===== config.mk =====
export PLATFORM = sky130hd
export DESIGN_NAME = vsn_umul
export DESIGN_NICKNAME = d
export VERILOG_FILES = /design/src/rtl/vsn_umul.sv
export SDC_FILE = /design/constraint.sdc
export NUM_CORES = 2
export LEC_CHECK = 0
export BUFFER_PORTS_ARGS = -buffer_cell sky130_fd_sc_hd__buf_2
export CORE_MARGIN = 5
export CORE_UTILIZATION = 47
export DETAILED_ROUTE_END_ITERATION = 12
export GPL_ROUTABILITY_DRIVEN = 1
export GPL_TIMING_DRIVEN = 1
export SLEW_MARGIN = 20
export SYNTH_ARGS = -nofsm -noshare
export SYNTH_HDL_FRONTEND = slang
export SYNTH_SLANG_ARGS = --single-unit

===== constraint.sdc =====
create_clock -name clk -period 13.3 [get_ports clk]
set_input_delay 1.33 -clock clk [delete_from_list [all_inputs] [get_ports clk]]
set_output_delay 1.33 -clock clk [all_outputs]
set_load 0.05 [all_outputs]

===== src/rtl/vsn_umul.sv =====
`timescale 1ns / 1ps
// Three-stage unsigned multiplier built from registered 32x32 partial products.
module vsn_umul #(
  parameter int WA = 32,
  parameter int WB = 32
) (
  input  logic            clk,
  input  logic            ena,
  input  logic [WA-1:0]   a,
  input  logic [WB-1:0]   b,
  output logic [WA+WB-1:0] y
);

  localparam int NA = (WA + 31) / 32;
  localparam int NB = (WB + 31) / 32;
  localparam int PW = 32 * (NA + NB);

  logic [NA*32-1:0] a_pad;
  logic [NB*32-1:0] b_pad;
  logic [63:0] pp [NA][NB];
  logic [PW-1:0] row [NA];
  logic [PW-1:0] row_next [NA];
  logic [PW-1:0] sum_next;

  assign a_pad = (NA*32)'(a);
  assign b_pad = (NB*32)'(b);

  always_ff @(posedge clk) begin
    if (ena) begin
      for (int i = 0; i < NA; i++) begin
        for (int j = 0; j < NB; j++) begin
          pp[i][j] <= a_pad[32*i +: 32] * b_pad[32*j +: 32];
        end
      end
    end
  end

  always_comb begin
    for (int i = 0; i < NA; i++) begin
      row_next[i] = '0;
      for (int j = 0; j < NB; j++) begin
        row_next[i] = row_next[i] + (PW'(pp[i][j]) << (32*j));
      end
    end
  end

  always_ff @(posedge clk) begin
    if (ena) begin
      row <= row_next;
    end
  end

  always_comb begin
    sum_next = '0;
    for (int i = 0; i < NA; i++) begin
      sum_next = sum_next + (row[i] << (32*i));
    end
  end

  always_ff @(posedge clk) begin
    if (ena) begin
      y <= sum_next[WA+WB-1:0];
    end
  end

endmodule


**Word level (Yosys, flattened, before mapping)**

Memories as Yosys holds them, arrays and structs flattened. A register that Yosys moved wholly into a read port is not among the register bits.
Cells that the tools add are included.

- Reductions and logical operators: 0
- Multipliers: 1
- Divide/modulo/power cells: 0
- Bitwise operators: 0
- Multiplexer cells: 2
- $add $sub $neg: 0
- Equal/unequal tests: 0
- Order comparisons: 0
- Shift-type cells: 0

Operators by type and width:

| cell | count |
|---|---|
| 32-bit by 32-bit multiplier with 64-bit output | 1 |
| 1-bit 2-to-1 mux | 2 |

- Bits in latches: 0
- Bits in read-only memories: 0
- Memories kept: 1
- Flip-flop bits (word level): 64
- Input port bits: 66
- RAM bits: 64
- Output and inout port bits: 64

Memory list:

| name | depth | bits a word | read ports | clocked after memory_dff | write ports | RTL line | RTL |
|---|---|---|---|---|---|---|---|
| pp | 1 | 64 | 1 | 1 | 1 | 20 | `logic [63:0] pp [NA][NB];` |

**Depth between registers and ports, before layout**

- Word-level depth: 2
- Gate-level depth with buffers: 30
- Mapped depth without buffers: 28

**Least setup slack after synthesis**

OpenSTA, ideal clock, no wires.

- Path type: input -> register
- Start point: input port b[17]
- End point: memory pp[0][62] (netlist name), data pin
- Slack: 5.025 ns
- Cell stages on the path: 26
- Arrival time: 8.014 ns
- Required time: 13.038 ns
- Path through: clkbuf_1 -> and2_1 -> fa_1 -> inv_1 -> fa_1 -> inv_1 -> fa_1 -> inv_1 -> fa_1 -> inv_1 -> fa_1 -> fa_1 -> fa_1 -> fa_1 -> ha_1 -> buf_2 -> a21oi_1 -> o21ai_1 -> a2111oi_0 -> o21bai_1 -> a221oi_1 -> o221ai_1 -> a311o_1 -> a21oi_1 -> o21ai_1 -> xor2_1

- Longest elaborated chain between the ends: 1

RTL lines:

| what | RTL line | RTL |
|---|---|---|
| start: declaration | 10 | `input logic [WB-1:0] b,` |
| 32-bit by 32-bit multiplier with 64-bit output | 32 | `pp[i][j] <= a_pad[32*i +: 32] * b_pad[32*j +: 32];` |
| end: declaration | 20 |  |

No other way between the ends.

**Final worst setup path**

- Start point: input port b[9]
- End point: memory pp[0][62] (netlist name), data pin

The elaborated chain is that of the path after synthesis.

==> summary.md <==
| Metric | Value |
|---|---|
| FF+latch count, synth | `about 190` |
| Die area | `89000 µm²` |
| H-tree depth | `4` |
| Post-route ant nets | `0` |
| Die Ht | `~300 µm` |
| Postcts setup bufs | `0` |
| Startpoint types | `input pin` |
| Vias in the first global route | `around 28000` |
| Initial drt markers | `1494` |
| Register area share after synthesis | `0.148` |
| TritonCTS buffer count | `17` |
| Drt drc | `0` |
| CTS Hold Bufs | `0` |
| Root Driver | `clkbuf_16` |
| CTS tree | `done` |
| Critical path's top delay family | `adder cells` |
| Via-to-Cell Ratio | `5.22` |
| Vias | `about 26000` |
| Final wirelength | `just over 100000 µm` |
| PostCTS Resize Cnt | `0` |
| Cell mode on critical path | `fa_1` |
| Async S/R FF share, synth | `0` |
| Minimum clock period | `8.94 ns` |
| Clock transition at path regs | `approximately 0.07 ns` |
| CTS max path bufs | `2` |
| Sum of negative setup slack | `0 ns` |
| Actual slew at the worst max-slew pin | `between 1 and 1.5 ns` |
| Library cells used by synthesis | `56` |
| Buf/Inv on CP | `3` |
| Rel. slew slack | `0.328` |
| CP max stage delay | `about 0.60 ns` |
| GRT Total Usage | `0.234` |
| Largest area contributor in the netlist | `fa_1` |
| Fin. Hold Viols | `0` |
| Post-synthesis cell area | `just under 40000 µm²` |
| Boundary Pins | `130` |
| Core Box Area | `82200 µm²` |
| Crit Path Category | `input pin to flip-flop` |
| Worst Hold Depth | `0` |
| Max Freq | `approximately 110 MHz` |
| Clock sink total | `192` |
| Slowest cell on crit path | `buf_2` |
| HPWL Detailed | `around 79000 µm` |
| Final-layout fill cell count | `just under 8000` |
| Post-Syn Instances | `roughly 3900` |
| Placed cell area | `between 40000 and 50000 µm²` |
| First-pass GRT wire length | `about 160000 µm` |
| FP Rows | `between 100 and 150` |
| Data arrival time of the critical path | `around 9.1 ns` |
| Largest net degree at the start of global routing | `about 130` |
| Final Instance Area | `40800 µm²` |
| Max cap viols | `0` |
| Unrepaired setup endpoints after global routing | `false` |
| Mapped Nets | `5104` |
| Routed wire per std cell | `20.9 µm` |
| CP cell instances | `buf_2 -> and2_1 -> fa_1 -> fa_1 -> inv_1 -> fa_1 -> fa_1 -> inv_1 -> fa_1 -> fa_1 -> fa_1 -> fa_1 -> ha_1 -> a21oi_1 -> o21ai_1 -> a2111oi_0 -> o21bai_1 -> a221oi_1 -> o221ai_1 -> a311o_1 -> a21oi_1 -> o21ai_1 -> xor2_1` |
| Outcome | `finished clean` |
| Port Buf Inserts | `129` |
| Top cells by area, synth | `fa_1, edfxtp_1, and2_1` |
| Initial antenna violation count | `9` |
| Most used DFF post-synth | `edfxtp_1` |
| Max Clock Skew | `about 0.0058 ns` |
| Data required time of the critical path | `about 13 ns` |
| Worst-skew pair later-pin latency | `between 0.4 and 0.5 ns` |
| Syn. warnings | `0` |
| Endpoints failing setup | `0` |
| Setup slack, reg-to-reg | `between 10 and 15 ns` |
| Syn Area/Cell | `approximately 10 µm²` |
| WP depth | `23` |
| Placer Congestion | `approximately 0.90` |
| Worst-path fanout max | `32` |
| GR Overflow Total | `0` |
| Layout area overhead | `4.53%` |
| Starting Density | `0.475` |
| Setup crit end kind | `flip-flop` |
| Final period utilization | `0.672` |
| Share of cells above drive strength 1 | `0.0473` |
| Worst r2r path cells | `0` |
| Slew Viols, Final | `0` |
| Chip Width | `298 µm` |
| Post-synth EDFFs | `~190` |
| Fin nets | `around 5000` |
| Hold/Removal Path Class | `flip-flop to flip-flop` |
| 1st-pass router iterations | `5` |
| Yosys top cell area share | `0.459` |
-- cells in the mapped netlist, drive strengths merged, types with 2 or more instances --
master / number
a41oi: 3
nand2b: 3
nand3: 16
a21o: 32
or3: 2
a31oi: 10
and2: 601
nand2: 469
o211ai: 3
o21bai: 14
o31ai: 3
a2111oi: 2
o21a: 5
xnor2: 37
a311oi: 3
o21ai: 41
edfxtp: 192
nor2b: 7
inv: 862
buf: 11
ha: 263
clkbuf: 213
fa: 896
nand4: 25
a21boi: 5
xor2: 26
o221ai: 2
a311o: 2
nor2: 31
a21oi: 74
nor3: 6
a221oi: 2
and3: 10
-- per-stage QoR --
step                      worst slack (ns)  hold slack (ns)  utilization  cells
final                                 4.36            0.416        0.497   4898
after global routing                  3.98            0.419        0.497   4894
after CTS                             4.38            0.416        0.497   4894
after detailed placement              3.92            0.405        0.490   4863
after global placement                3.99            0.400        0.490   4863
after floorplan                       5.02            0.400            -   3879
-- kinds of logic after synthesis --
group                      after synthesis  share of synthesized area
adders and majority gates             1159                      0.543
and+or+nand+nor                       1173                      0.156
xor gates and xnor gates                63                     0.0141
DFF                                    192                      0.148
buffers and inverters                 1086                      0.105
AOI/OAI and AO/OA                      206                     0.0346
-- registers in the layout (all words and copies together) (netlist names) --
signal / cells
pp: 64
y: 64
row: 64
-- worst paths after layout --
kind / startpoint / to
setup / recovery: b[9] / pp[0][62]$_DFFE_PP_
hold / removal: pp[0][7]$_DFFE_PP_ / row[7]$_DFFE_PP_
setup reg to reg: row[25]$_DFFE_PP_ / y[25]$_DFFE_PP_
hold reg to reg: pp[0][7]$_DFFE_PP_ / row[7]$_DFFE_PP_
-- cells in the final DEF (no fill, tap or decap), types with 6 or more instances in the layout --
master / synthesis / layout
o21ai_1: 10 / 10
a21o_1: 32 / 32
inv_1: 862 / 862
nor2_1: 31 / 31
fa_1: 896 / 896
o21bai_1: 14 / 14
and2_1: 601 / 601
and3_1: 9 / 9
buf_4: 3 / 9
nor3_1: 6 / 6
clkbuf_16: 0 / 17
xor2_1: 26 / 26
nor2b_1: 7 / 7
nand3_1: 16 / 16
a21oi_1: 73 / 73
a31oi_1: 9 / 9
buf_2: 8 / 128
edfxtp_1: 192 / 192
xnor2_1: 37 / 37
nand4_1: 24 / 24
ha_1: 263 / 263
nand2_1: 468 / 468
o21ai_0: 30 / 30
-- cell type report --
class	count	area [µm²]	area share
inverters	862	3240	0.0792
clock inverters	14	138	0.00337
well taps	1070	1340	0.0328
diodes	4	10.0	0.000245
clock buffers	17	425	0.0104
flip-flops and latches	192	5770	0.141
repair buffers	138	722	0.0177
multi-input cells	2601	29200	0.715
-- routing by layer --
metal	part of all wire	vias up	global-route usage
met3	0.089	102	0.0660
met1	0.43	13379	0.326
met4	0.018	6	0.0481
met2	0.46	801	0.372
met5	0.00040	-	0
li1	-	11266	-
Power is not shown: default switching activity piles up to over one toggle a cycle in this logic, so the estimate is an artifact.
